[config.mk]
export PLATFORM = sky130hd
export DESIGN_NAME = automatic_transfer_switch_controller_flat
export DESIGN_NICKNAME = d
export VERILOG_FILES = /design/src/rtl/core/ats_pkg.sv /design/src/rtl/core/ats_stream_if.sv /design/src/rtl/core/automatic_transfer_switch_controller.sv /design/src/rtl/core/ats_cfg_regs.sv /design/src/rtl/core/ats_step.sv /design/src/rtl/core/ats_out_skid.sv /design/src/flat_wrapper.sv
export SDC_FILE = /design/constraint.sdc
export NUM_CORES = 1
export LEC_CHECK = 0
export BUFFER_PORTS_ARGS = -buffer_cell sky130_fd_sc_hd__buf_2
export CAP_MARGIN = 20
export CORE_MARGIN = 2
export CORE_UTILIZATION = 50
export CTS_CLUSTER_DIAMETER = 120
export DETAILED_ROUTE_END_ITERATION = 10
export GPL_ROUTABILITY_DRIVEN = 0
export PLACE_DENSITY = 0.77
export SYNTH_ARGS = -nofsm -noshare
export SYNTH_HDL_FRONTEND = slang
export SYNTH_SLANG_ARGS = --single-unit
[constraint.sdc]
create_clock -name clk -period 2.6 [get_ports clk]
set_input_delay 0.39 -clock clk [delete_from_list [all_inputs] [get_ports clk]]
set_output_delay 0.39 -clock clk [all_outputs]
set_load 0.02 [all_outputs]
[src/rtl/core/ats_pkg.sv]
// Shared types and constants for the automatic transfer switch controller.
// Depends on nothing; every other file except ats_stream_if imports it.
`timescale 1ns / 1ps

package ats_pkg;

    // Source codes
    typedef enum logic [1:0] {
        SRC_GRID = 2'd0,
        SRC_GEN  = 2'd1,
        SRC_NONE = 2'd2
    } src_t;

    // Operation codes
    typedef enum logic {
        OP_TICK   = 1'b0,
        OP_MANUAL = 1'b1
    } op_t;

    // Configuration register indexes
    typedef enum logic [1:0] {
        CFG_VOLTAGE_THRESHOLD  = 2'd0,
        CFG_SWITCH_DELAY_TICKS = 2'd1,
        CFG_GRID_STABLE_TICKS  = 2'd2,
        CFG_OVERCURRENT_LIMIT  = 2'd3
    } cfg_idx_t;

    localparam int CFG_DATA_W = 16;
    localparam int CFG_IDX_W  = 2;

    localparam logic [11:0] RST_VOLTAGE_THRESHOLD  = 12'd1800;
    localparam logic [15:0] RST_SWITCH_DELAY_TICKS = 16'd10;
    localparam logic [15:0] RST_GRID_STABLE_TICKS  = 16'd300;
    localparam logic [9:0]  RST_OVERCURRENT_LIMIT  = 10'd200;

    typedef struct packed {
        logic [11:0] voltage_threshold;
        logic [15:0] switch_delay_ticks;
        logic [15:0] grid_stable_ticks;
        logic [9:0]  overcurrent_limit;
    } cfg_t;

    typedef struct packed {
        logic        operation;
        logic [11:0] grid_rms;
        logic [11:0] gen_rms;
        logic [9:0]  load_amps;
        logic        requested_source;
    } in_item_t;

    typedef struct packed {
        logic [1:0]  active_source;
        logic        grid_contactor;
        logic        gen_contactor;
        logic        switched;
        logic        power_failure;
        logic        overcurrent;
        logic [21:0] load_watts;
        logic        indicator_on;
    } out_item_t;

endpackage

[src/rtl/core/ats_stream_if.sv]
// Valid/ready stream interface used for the input and result channels.
// Payload type is a parameter; the channels use structs from ats_pkg.
`timescale 1ns / 1ps

interface ats_stream_if #(
    parameter type payload_t = logic
);
    logic     valid;
    logic     ready;
    payload_t payload;

    modport source (output valid, output payload, input ready);
    modport sink   (input valid, input payload, output ready);
endinterface

[src/rtl/core/automatic_transfer_switch_controller.sv]
// Top level of the automatic transfer switch controller.
// Depends on ats_pkg, ats_stream_if, ats_cfg_regs, ats_step, ats_out_skid.
//
//   Channel   Direction   Payload      Handshake
//   in_ch     sink        in_item_t    valid/ready
//   out_ch    source      out_item_t   valid/ready
//   cfg       write-only  16-bit data  cfg_we, cfg_index
//
// One transaction per cycle while out_ch keeps taking results. The decision
// and state update finish in the accepting cycle; the result goes to the main
// result register, or to the skid register while the main one holds a stall.
// When out_ch stalls, one more transaction is taken into the skid, then
// in_ch.ready drops. Reset puts the source at none with all counts cleared.
`timescale 1ns / 1ps

module automatic_transfer_switch_controller (
    input  logic                           clk,
    input  logic                           rst_n,
    ats_stream_if.sink                     in_ch,
    ats_stream_if.source                   out_ch,
    input  logic                           cfg_we,
    input  logic [ats_pkg::CFG_IDX_W-1:0]  cfg_index,
    input  logic [ats_pkg::CFG_DATA_W-1:0] cfg_data
);
    import ats_pkg::*;

    cfg_t      cfg;
    out_item_t step_result;
    out_item_t out_data;
    logic      can_push;
    logic      accept;
    logic      out_valid;

    assign in_ch.ready = can_push;
    assign accept      = in_ch.valid && can_push;

    ats_cfg_regs u_cfg (
        .clk       (clk),
        .rst_n     (rst_n),
        .cfg_we    (cfg_we),
        .cfg_index (cfg_index),
        .cfg_data  (cfg_data),
        .cfg       (cfg)
    );

    ats_step u_step (
        .clk    (clk),
        .rst_n  (rst_n),
        .accept (accept),
        .item   (in_ch.payload),
        .cfg    (cfg),
        .result (step_result)
    );

    ats_out_skid u_out (
        .clk       (clk),
        .rst_n     (rst_n),
        .push      (accept),
        .push_data (step_result),
        .can_push  (can_push),
        .out_valid (out_valid),
        .out_ready (out_ch.ready),
        .out_data  (out_data)
    );

    assign out_ch.valid   = out_valid;
    assign out_ch.payload = out_data;

endmodule

[src/rtl/core/ats_cfg_regs.sv]
// Configuration register file for the transfer switch controller.
// Depends on ats_pkg for the register indexes, reset values and cfg_t.
`timescale 1ns / 1ps

module ats_cfg_regs (
    input  logic                            clk,
    input  logic                            rst_n,
    input  logic                            cfg_we,
    input  logic [ats_pkg::CFG_IDX_W-1:0]   cfg_index,
    input  logic [ats_pkg::CFG_DATA_W-1:0]  cfg_data,
    output ats_pkg::cfg_t                   cfg
);
    import ats_pkg::*;

    cfg_t cfg_reg;

    // Write the addressed register
    always_ff @(posedge clk or negedge rst_n)
    begin
        if (!rst_n)
        begin
            cfg_reg.voltage_threshold  <= RST_VOLTAGE_THRESHOLD;
            cfg_reg.switch_delay_ticks <= RST_SWITCH_DELAY_TICKS;
            cfg_reg.grid_stable_ticks  <= RST_GRID_STABLE_TICKS;
            cfg_reg.overcurrent_limit  <= RST_OVERCURRENT_LIMIT;
        end
        else if (cfg_we)
        begin
            case (cfg_idx_t'(cfg_index))
                CFG_VOLTAGE_THRESHOLD:  cfg_reg.voltage_threshold  <= cfg_data[11:0];
                CFG_SWITCH_DELAY_TICKS: cfg_reg.switch_delay_ticks <= cfg_data[15:0];
                CFG_GRID_STABLE_TICKS:  cfg_reg.grid_stable_ticks  <= cfg_data[15:0];
                CFG_OVERCURRENT_LIMIT:  cfg_reg.overcurrent_limit  <= cfg_data[9:0];
                default: ;
            endcase
        end
    end

    assign cfg = cfg_reg;

endmodule

[src/rtl/core/ats_step.sv]
// Per-transaction decision logic and controller state (source, dead time,
// grid-good count). Depends on ats_pkg for codes and item structs.
`timescale 1ns / 1ps

module ats_step (
    input  logic              clk,
    input  logic              rst_n,
    input  logic              accept,
    input  ats_pkg::in_item_t item,
    input  ats_pkg::cfg_t     cfg,
    output ats_pkg::out_item_t result
);
    import ats_pkg::*;

    src_t        sel_reg,   sel_next;
    logic [15:0] dead_reg,  dead_next;
    logic [15:0] good_reg,  good_next;

    logic        is_tick;
    logic        grid_ok;
    logic        gen_ok;
    logic [15:0] dead_eff;
    logic        want;
    src_t        target;
    logic        change;
    logic        pfail;
    logic [21:0] power;

    assign is_tick = (op_t'(item.operation) == OP_TICK);
    assign grid_ok = item.grid_rms > cfg.voltage_threshold;
    assign gen_ok  = item.gen_rms  > cfg.voltage_threshold;

    // Advance dead time on ticks only
    assign dead_eff = (is_tick && dead_reg != 16'd0) ? dead_reg - 16'd1 : dead_reg;

    // Count consecutive grid-good ticks, saturating
    always_comb
    begin
        good_next = good_reg;
        if (is_tick)
        begin
            if (!grid_ok)
                good_next = 16'd0;
            else if (good_reg != 16'hFFFF)
                good_next = good_reg + 16'd1;
        end
    end

    // Pick the source to move to, if any
    always_comb
    begin
        want   = 1'b0;
        target = sel_reg;
        pfail  = 1'b0;
        if (!is_tick)
        begin
            want   = 1'b1;
            target = item.requested_source ? SRC_GEN : SRC_GRID;
        end
        else if (grid_ok)
        begin
            if (sel_reg == SRC_NONE ||
                (sel_reg == SRC_GEN && good_next >= cfg.grid_stable_ticks))
            begin
                want   = 1'b1;
                target = SRC_GRID;
            end
        end
        else
        begin
            if (sel_reg == SRC_GRID)
            begin
                want   = 1'b1;
                target = gen_ok ? SRC_GEN : SRC_NONE;
                pfail  = !gen_ok;
            end
            else if (sel_reg == SRC_NONE && gen_ok)
            begin
                want   = 1'b1;
                target = SRC_GEN;
            end
        end
    end

    // Start a change only outside the lockout and to a different source
    assign change    = want && (dead_eff == 16'd0) && (target != sel_reg);
    assign sel_next  = change ? target : sel_reg;
    assign dead_next = change ? cfg.switch_delay_ticks : dead_eff;

    assign power = is_tick ? 22'(item.grid_rms) * 22'(item.load_amps) : 22'd0;

    // Build the result from the updated state
    always_comb
    begin
        result.active_source  = sel_next;
        result.grid_contactor = (sel_next == SRC_GRID) && (dead_next == 16'd0);
        result.gen_contactor  = (sel_next == SRC_GEN)  && (dead_next == 16'd0);
        result.switched       = change;
        result.power_failure  = pfail;
        result.overcurrent    = is_tick && (item.load_amps > cfg.overcurrent_limit)
                                && (sel_next != SRC_NONE);
        result.load_watts     = power;
        result.indicator_on   = (sel_next != SRC_NONE);
    end

    // Hold state; commit on each accepted transaction
    always_ff @(posedge clk or negedge rst_n)
    begin
        if (!rst_n)
        begin
            sel_reg  <= SRC_NONE;
            dead_reg <= 16'd0;
            good_reg <= 16'd0;
        end
        else if (accept)
        begin
            sel_reg  <= sel_next;
            dead_reg <= dead_next;
            good_reg <= good_next;
        end
    end

endmodule

[src/rtl/core/ats_out_skid.sv]
// Result register with a skid stage, so input stays open while a result
// waits. Depends on ats_pkg for out_item_t.
`timescale 1ns / 1ps

module ats_out_skid (
    input  logic               clk,
    input  logic               rst_n,
    input  logic               push,
    input  ats_pkg::out_item_t push_data,
    output logic               can_push,
    output logic               out_valid,
    input  logic               out_ready,
    output ats_pkg::out_item_t out_data
);
    import ats_pkg::*;

    logic      main_v_reg;
    logic      skid_v_reg;
    out_item_t main_reg;
    out_item_t skid_reg;
    logic      pop;
    logic      load_main;

    assign pop       = main_v_reg && out_ready;
    assign can_push  = !skid_v_reg;
    assign load_main = !main_v_reg || pop;

    // Track which stages hold a transaction
    always_ff @(posedge clk or negedge rst_n)
    begin
        if (!rst_n)
        begin
            main_v_reg <= 1'b0;
            skid_v_reg <= 1'b0;
        end
        else if (skid_v_reg)
        begin
            if (pop)
                skid_v_reg <= 1'b0;
        end
        else if (push)
        begin
            if (load_main)
                main_v_reg <= 1'b1;
            else
                skid_v_reg <= 1'b1;
        end
        else if (pop)
        begin
            main_v_reg <= 1'b0;
        end
    end

    // Move payload: skid drains first, otherwise load the new result
    always_ff @(posedge clk)
    begin
        if (skid_v_reg)
        begin
            if (pop)
                main_reg <= skid_reg;
        end
        else if (push)
        begin
            if (load_main)
                main_reg <= push_data;
            else
                skid_reg <= push_data;
        end
    end

    assign out_valid = main_v_reg;
    assign out_data  = main_reg;

endmodule

[src/flat_wrapper.sv]
// flat-port wrapper written by rule: the top's interface ports become plain ports
module automatic_transfer_switch_controller_flat import ats_pkg::*;
  (clk, rst_n, cfg_we, cfg_index, cfg_data, in_ch_valid, in_ch_payload, in_ch_ready, out_ch_valid, out_ch_payload, out_ch_ready);
  ats_stream_if in_ch_i ();
  ats_stream_if out_ch_i ();
  input  logic clk;
  input  logic rst_n;
  input  logic cfg_we;
  input  logic [ats_pkg::CFG_IDX_W-1:0] cfg_index;
  input  logic [ats_pkg::CFG_DATA_W-1:0] cfg_data;
  input wire logic [$bits(in_ch_i.valid)-1:0] in_ch_valid;
  input wire logic [$bits(in_ch_i.payload)-1:0] in_ch_payload;
  output wire logic [$bits(in_ch_i.ready)-1:0] in_ch_ready;
  output wire logic [$bits(out_ch_i.valid)-1:0] out_ch_valid;
  output wire logic [$bits(out_ch_i.payload)-1:0] out_ch_payload;
  input wire logic [$bits(out_ch_i.ready)-1:0] out_ch_ready;
  assign in_ch_i.valid = in_ch_valid;
  assign in_ch_i.payload = in_ch_payload;
  assign in_ch_ready = in_ch_i.ready;
  assign out_ch_valid = out_ch_i.valid;
  assign out_ch_payload = out_ch_i.payload;
  assign out_ch_i.ready = out_ch_ready;
  automatic_transfer_switch_controller u_core (.clk(clk), .rst_n(rst_n), .in_ch(in_ch_i), .out_ch(out_ch_i), .cfg_we(cfg_we), .cfg_index(cfg_index), .cfg_data(cfg_data));
endmodule
# ---- Yosys cells after proc, flatten, opt, wreduce, memory -nomap -nowiden
# Cells that the tools add are included.
dict set report word_totals {
  register_bits 82
  input_bits 24
  output_inout_bits 3
  elab_cells 72
}
dict set report classes {
  n_addsub 2
  n_lt_le_gt_ge 2
  n_eq_ne 9
  mux 24
  n_bitwise 2
  n_reduce_logical 23
}
# cell n
set op_table {}
lappend op_table {{$mux 16} 4}
lappend op_table {{$add 16x1->16 const B} 1}
lappend op_table {{$ge 16x16->1} 1}
lappend op_table {{$logic_not 16->1} 1}
lappend op_table {{$ne 16x16->1 const B} 1}
lappend op_table {{$reduce_bool 16->1} 1}
lappend op_table {{$sub 16x1->16 const B} 1}
lappend op_table {{$mux 1} 15}
lappend op_table {{$gt 1x12->1 const A} 1}
lappend op_table {{$mux 2} 5}
lappend op_table {{$reduce_and 3->1} 3}
lappend op_table {{$logic_and 1x1->1} 6}
lappend op_table {{$reduce_and 2->1} 3}
lappend op_table {{$reduce_bool 2->1} 3}
lappend op_table {{$eq 2x1->1 const B} 2}
lappend op_table {{$eq 2x2->1 const B} 2}
lappend op_table {{$logic_not 2->1} 2}
lappend op_table {{$ne 2x2->1 const B} 2}
lappend op_table {{$logic_not 1->1} 2}
lappend op_table {{$logic_or 1x1->1} 2}
lappend op_table {{$ne 2x1->1 const B} 1}
lappend op_table {{$ne 2x2->1} 1}
lappend op_table {{$not 1->1} 2}

# ---- Logic depth before layout (Yosys ltp)
# Gate-level depths: netlist of run 1.
dict set report logic_depth {
  ltp_word 15
  depth_mapped 11
  depth_no_buf 9
}

# ---- Modules after synthesis
# A second synthesis of run 1 with hierarchy kept.
dict set report unflattened {
  cells_unflattened 1175
  area_unflattened_um2 12326.8
}
# mod instances cells_per_inst area_per_inst_um2 seq_area_each_um2
set modules_own_cells {}
lappend modules_own_cells {ats_step 1 953 7830.0 852.1}
lappend modules_own_cells {ats_out_skid 1 105 2408.6 1851.8}
lappend modules_own_cells {ats_cfg_regs 1 115 2078.2 1367.6}
lappend modules_own_cells {automatic_transfer_switch_controller 1 2 10.0 0.0}

# ---- Worst setup path before layout of run 1
# No wires, ideal clock.
dict set report synth_timing {
  path_kind {register to register}
  startpoint {reg u_core.u_step.dead_reg[0]}
  endpoint {reg u_core.u_out.main_reg (netlist bit u_core.u_out.out_data[0]) (data pin)}
  setup_ns 0.260
  arrival_time_ns 2.599
  required_time_ns 2.340
  slack_ns -0.259
  stages_incl_launch_ff 11
  n_path_buf 1
  synth_period_minus_slack_ns 2.859
  path_cell_list {dfrtp_1 > inv_1 > ha_1 > or3b_1 > nor3_4 > nand3_4 > a2111oi_2 > and4b_1 > buf_6 > o21bai_2 > mux2_2}
}
# item line
set synth_rtl {}
lappend synth_rtl {{start, declared} ats_step.sv:16} ;# logic [15:0] dead_reg, dead_next;
lappend synth_rtl {{start signal, assigned} ats_step.sv:118} ;# dead_reg <= dead_next;
lappend synth_rtl {{end signal, assigned} ats_out_skid.sv:60} ;# main_reg <= skid_reg;
lappend synth_rtl {{end signal, assigned} ats_out_skid.sv:65} ;# main_reg <= push_data;
lappend synth_rtl {{end, declared} ats_out_skid.sv:19} ;# out_item_t main_reg;

==> results of run 1 <==
-- how the worst max path moves through the flow --
stage	to	cells past startpoint	slack [ps]
3_5_place_dp	u_core.u_step.dead_reg[8]	10	-230
4_1_cts	u_core.u_out.out_data[0]	10	-50
6_report	u_core.u_out.out_data[0]	10	-70
2_1_floorplan	u_core.u_out.out_data[0]	10	-90
5_1_grt	u_core.u_out.out_data[0]	9	-150
3_3_place_gp	u_core.u_step.dead_reg[8]	10	-120
-- metal layers --
metal | vias to the layer above | share of wire | track usage
met1 | 944 | 0.44 | 0.296
li1 | 904 | - | -
met4 | 0 | 0.021 | 0.102
met3 | 10 | 0.037 | 0.0439
met5 | - | 0 | 0
met2 | 50 | 0.50 | 0.392
-- layout by cell type (no fill, tap or decap), drive strengths merged, types with 4 or more instances in the layout --
master  instances
nand3          12
nor3           12
nor4            6
buf            71
o21ai           8
a21oi          12
or3             5
inv             5
mux2           18
nand2          13
nand4           4
clkbuf          5
and3            6
a211oi          6
dfrtp          33
nor2           17
-- cell families after synthesis --
kind of cell / after synthesis
and+or+nand+nor: 83
AOI/OAI and AO/OA: 44
DFF: 38
muxes: 21
buffers and inverters: 18
xor gates and xnor gates: 2
adders and majority gates: 1
-- what timing repair did --
action,in CTS,in global routing
setup buffers,2,3
setup endpoints to repair,17,17
pin swaps,7,2
gates resized for setup,5,7
-- worst max-delay path: stages, from the launching register on --
cell and delay, ps:
dfrtp_1 400, inv_2 80, ha_4 130, or3b_4 420, nor3_4 250, buf_4 150, and3_1 140, o211ai_1 110
and4b_2 410, o21bai_4 70, mux2_4 250
-- metrics by stage --
stage               instances   util  TNS, ps  setup slack, ps  power, µW
global route              323  0.691    -1220             -152       2930
CTS                       320  0.677    -47.5            -47.5       2690
floorplan                 207      -    -89.0            -89.0       1650
global placement          310  0.642     -764             -124       2100
detailed placement        310  0.642    -2020             -226       2150
finish                    323  0.691    -74.3            -74.3       2760
-- where the power goes --
part / total (µW) / switching [µW] / internal, µW / leakage [µW]
combinational: 1380 / 706 / 671 / 0.000723
clock: 499 / 217 / 282 / 0.0000579
sequential: 882 / 127 / 755 / 0.000454
total: 2760 / 1050 / 1710 / 0.00123
-- area by class of cell --
cell class              count  area, µm²
clock buffers               5       68.8
inverters                   5       18.8
flip-flops and latches     38        965
repair buffers             71        487
well taps                  50       62.6
multi-input cells         151       1140
fillers                   320       1250
clock inverters             3       40.0
==> qor.yml, run 1 <==
status: "finished, violations left"
violations: "negative setup slack"
drtAntennaViolNets: 0
initial_core_util: 0.526
startpoint: "u_core.u_step.dead_reg[0]"
synthSimpleGateAreaFrac: 0.224
die_x_um: 69.1
syn_inst: 207
synth.top_cells.by_area: "dfrtp_1 39%, mux2_2 9.6%, dfstp_2 3.7%"
maxCapViolCount: 0
start_kind: "flip-flop"
synthMuxAreaShare: 0.110
placed_area_um2: 2580
crit_arrival_ps: 2730
final_max_slew_viol_count: 0
cp-end-kind: "flip-flop"
yosys.area_share.adder: 0.00591
clk_pin_slew_ps: 80
yosysSeqAreaShare: 0.455
yosysMostFrequentCell: "dfrtp_1"
yosysUniqueCellTypes: 49
yosys_warnings: 0
synth_top_family_by_area: "simple AND/OR/NAND/NOR gates"
layout-drive-gt1-share: 0.443
grt_max_degree: 37
root_buffer: "clkbuf_8"
synth_area_um2: 2120
ys.flop_type: "dfrtp_1"
grt_pass1_vias: 1900
syn_area_per_cell_um2: 10.2
synth.ff_latch_count: 38
rr_worst_depth: 10
power_density_nw_per_um2: 991
holdWs_ps: 172
portBuffers: 25
worstReg2RegStart: "u_core.u_step.dead_reg[0]"
die_area_um2: 4770
fin_nets: 297
num_vias: 1908
clk_path_buf_depth: 2
h-tree-depth: 2
synthArstFlopShare: 0.947
cts_tree: "built"
hold_buffers: 0
worst_pin_slew_ps: 804
clock_sinks: 38
worstPathRequired_ps: 2660
slew_headroom: 0.464
synth_compound_area_frac: 0.147
drc: 0
core.rowCount: 23
crit_type: "reg2reg"
hold_violations: 0
hpwl_mm: 3.65
core_um2: 4030
setup_ws_ps: -74.3
fin_area_um2: 2780
fin_crit_sh: 1.03
holdCritPathClass: "in2async"
synth_area_leader_cell: "dfrtp_1"
track_usage: 0.235
antennaDiodeCount: 0
vdd_ir_drop_max_uv: 450
numCtsBuffers: 5
syn2layout_area_growth_pct: 31.4
timing.rr.end: "u_core.u_out.out_data[0]"
routedWlPerCell_um: 16.4
synth.net_count: 232
vias_per_cell: 5.91
clock_skew_ps: 6.36
synth_edf_count: 2
fin_crit_ps: 2670
setup_viol: 1
grt_pass1_wl_mm: 8.93
drt_first_iter_violations: 97
rsz0062_at_grt: "true"
firstDrtPassIters: 4
leakage_uw: 0.00123
clock_latency_ps: 300
drt_wl_total_mm: 5.29
grt_overflow: 0
synth_xor_xnor_area_share: 0.00827
fp.dieH_um: 69.1
fmax_mhz: 374
pin_count: 27
cp_max_fo: 5
antenna_found_initial: 0
rrSetupSlack_ps: -70
synth_top_cell_area_share: 0.390
ys_top_cells_by_count: "33 x dfrtp_1, 18 x mux2_2, 17 x nor2_1"
Note: power is estimated with default switching activity, not from simulation.
==> run 2, diff against run 1 <==
--- a/config.mk
+++ b/config.mk
@@ -12,6 +12,7 @@
 export CTS_CLUSTER_DIAMETER = 120
 export DETAILED_ROUTE_END_ITERATION = 10
 export GPL_ROUTABILITY_DRIVEN = 0
+export MAX_ROUTING_LAYER = met4
 export PLACE_DENSITY = 0.77
 export SYNTH_ARGS = -nofsm -noshare
 export SYNTH_HDL_FRONTEND = slang
==> qor.yml, run 2 (synthesis results as in run 1) <==
drc: 0
rsz0062_at_grt: "true"
cp.buffers_inverters: 2
timing.rr.end: "u_core.u_out.out_data[0]"
num_vias: 1886
placed_area_um2: 2580
holdWs_ps: 176
clk_pin_slew_ps: 80
worstPathCellList: "inv_2 -> ha_4 -> or3b_4 -> nor3_4 -> buf_4 -> and3_1 -> o211ai_1 -> and4b_2 -> o21bai_4 -> mux2_4"
fin_nets: 297
cp_max_fo: 5
power_density_nw_per_um2: 989
grt_pass1_wl_mm: 8.92
crit_path_top_delay_cell: "or3b_4"
vdd_ir_drop_max_uv: 447
grt_pass1_vias: 1896
leakage_uw: 0.00123
track_usage: 0.242
worstReg2RegStart: "u_core.u_step.dead_reg[0]"
drtAntennaViolNets: 0
vias_per_cell: 5.84
final_cell_mix: "44 x buf_4, 33 x dfrtp_1, 25 x buf_2"
grt_max_degree: 37
cp-end-kind: "flip-flop"
syn2layout_area_growth_pct: 31.4
die_area_um2: 4770
drt_wl_total_mm: 5.27
grt_overflow: 0
clock_sinks: 38
setup_viol: 1
holdCritPathClass: "in2async"
fp.dieH_um: 69.1
core.rowCount: 23
worstPathRequired_ps: 2650
hold_violations: 0
layout-drive-gt1-share: 0.443
status: "finished, violations left"
clk_path_buf_depth: 2
crit_type: "reg2reg"
portBuffers: 25
antenna_found_initial: 0
slowest_delay_ps: 420
violations: "negative setup slack"
worst_pin_slew_ps: 802
clock_skew_ps: 5.43
fin_crit_ps: 2670
die_x_um: 69.1
fmax_mhz: 374
drt_first_iter_violations: 109
start_kind: "flip-flop"
startpoint: "u_core.u_step.dead_reg[0]"
fin_area_um2: 2780
rrSetupSlack_ps: -70
setup_ws_ps: -72.2
slew_headroom: 0.465
fin_crit_sh: 1.03
maxCapViolCount: 0
hpwl_mm: 3.65
root_buffer: "clkbuf_8"
layout_commonest_cell: "buf_4"
routedWlPerCell_um: 16.3
clock_latency_ps: 300
cts_tree: "built"
initial_core_util: 0.526
numCtsBuffers: 5
h-tree-depth: 2
crit_arrival_ps: 2730
critPathTopFamily: "simple AND/OR/NAND/NOR gates"
firstDrtPassIters: 4
antennaDiodeCount: 0
final_max_slew_viol_count: 0
rr_worst_depth: 10
core_um2: 4030
place_ws_ps: -226
pin_count: 27
run 2: cell counts in the layout (fill, tap and decap cells not counted):
No cell type changed its count.
run 2: power by group:
group / switching [µW] / internal [µW]
logic: 702 / 671
registers: 128 / 755
clock network: 214 / 282
total: 1040 / 1710
run 2: cell type report:
| type | count | area (µm²) |
|---|---|---|
| clock buffers | 5 | 68.8 |
| flip-flops and latches | 38 | 965 |
| repair buffers | 71 | 487 |
| multi-input cells | 151 | 1140 |
| inverters | 5 | 18.8 |
| clock inverters | 3 | 40.0 |
| well taps | 50 | 62.6 |
| fillers | 320 | 1250 |
run 2: worst max-delay path by stage:
stage | end | slack [ps] | cells past startpoint
after floorplan | u_core.u_out.out_data[0] | -90 | 10
after global placement | u_core.u_step.dead_reg[8] | -120 | 10
after detailed placement | u_core.u_step.dead_reg[8] | -230 | 10
after CTS | u_core.u_out.out_data[0] | -50 | 10
after global routing | u_core.u_out.out_data[0] | -150 | 9
final | u_core.u_out.out_data[0] | -70 | 10
run 2: per-stage QoR:
step	power, µW	setup TNS [ps]	utilization	std cells
6_report	2750	-72.2	0.691	323
2_1_floorplan	1650	-89.0	-	207
3_5_place_dp	2150	-2020	0.642	310
4_1_cts	2690	-47.5	0.677	320
5_1_grt	2930	-1220	0.691	323
3_3_place_gp	2100	-764	0.642	310
run 2: timing repair:
action	in CTS	in global routing
pin swaps	7	2
endpoints found under the setup margin	17	17
gates resized for setup	5	7
buffers inserted	2	3
hold buffers	0	0
run 2: metal layers:
metal	vias up	routed length, µm	GRT usage
li1	905	-	-
met1	921	2290	0.298
met2	52	2650	0.391
met3	8	220	0.0439
met4	0	109	0.102
met5	-	0	-
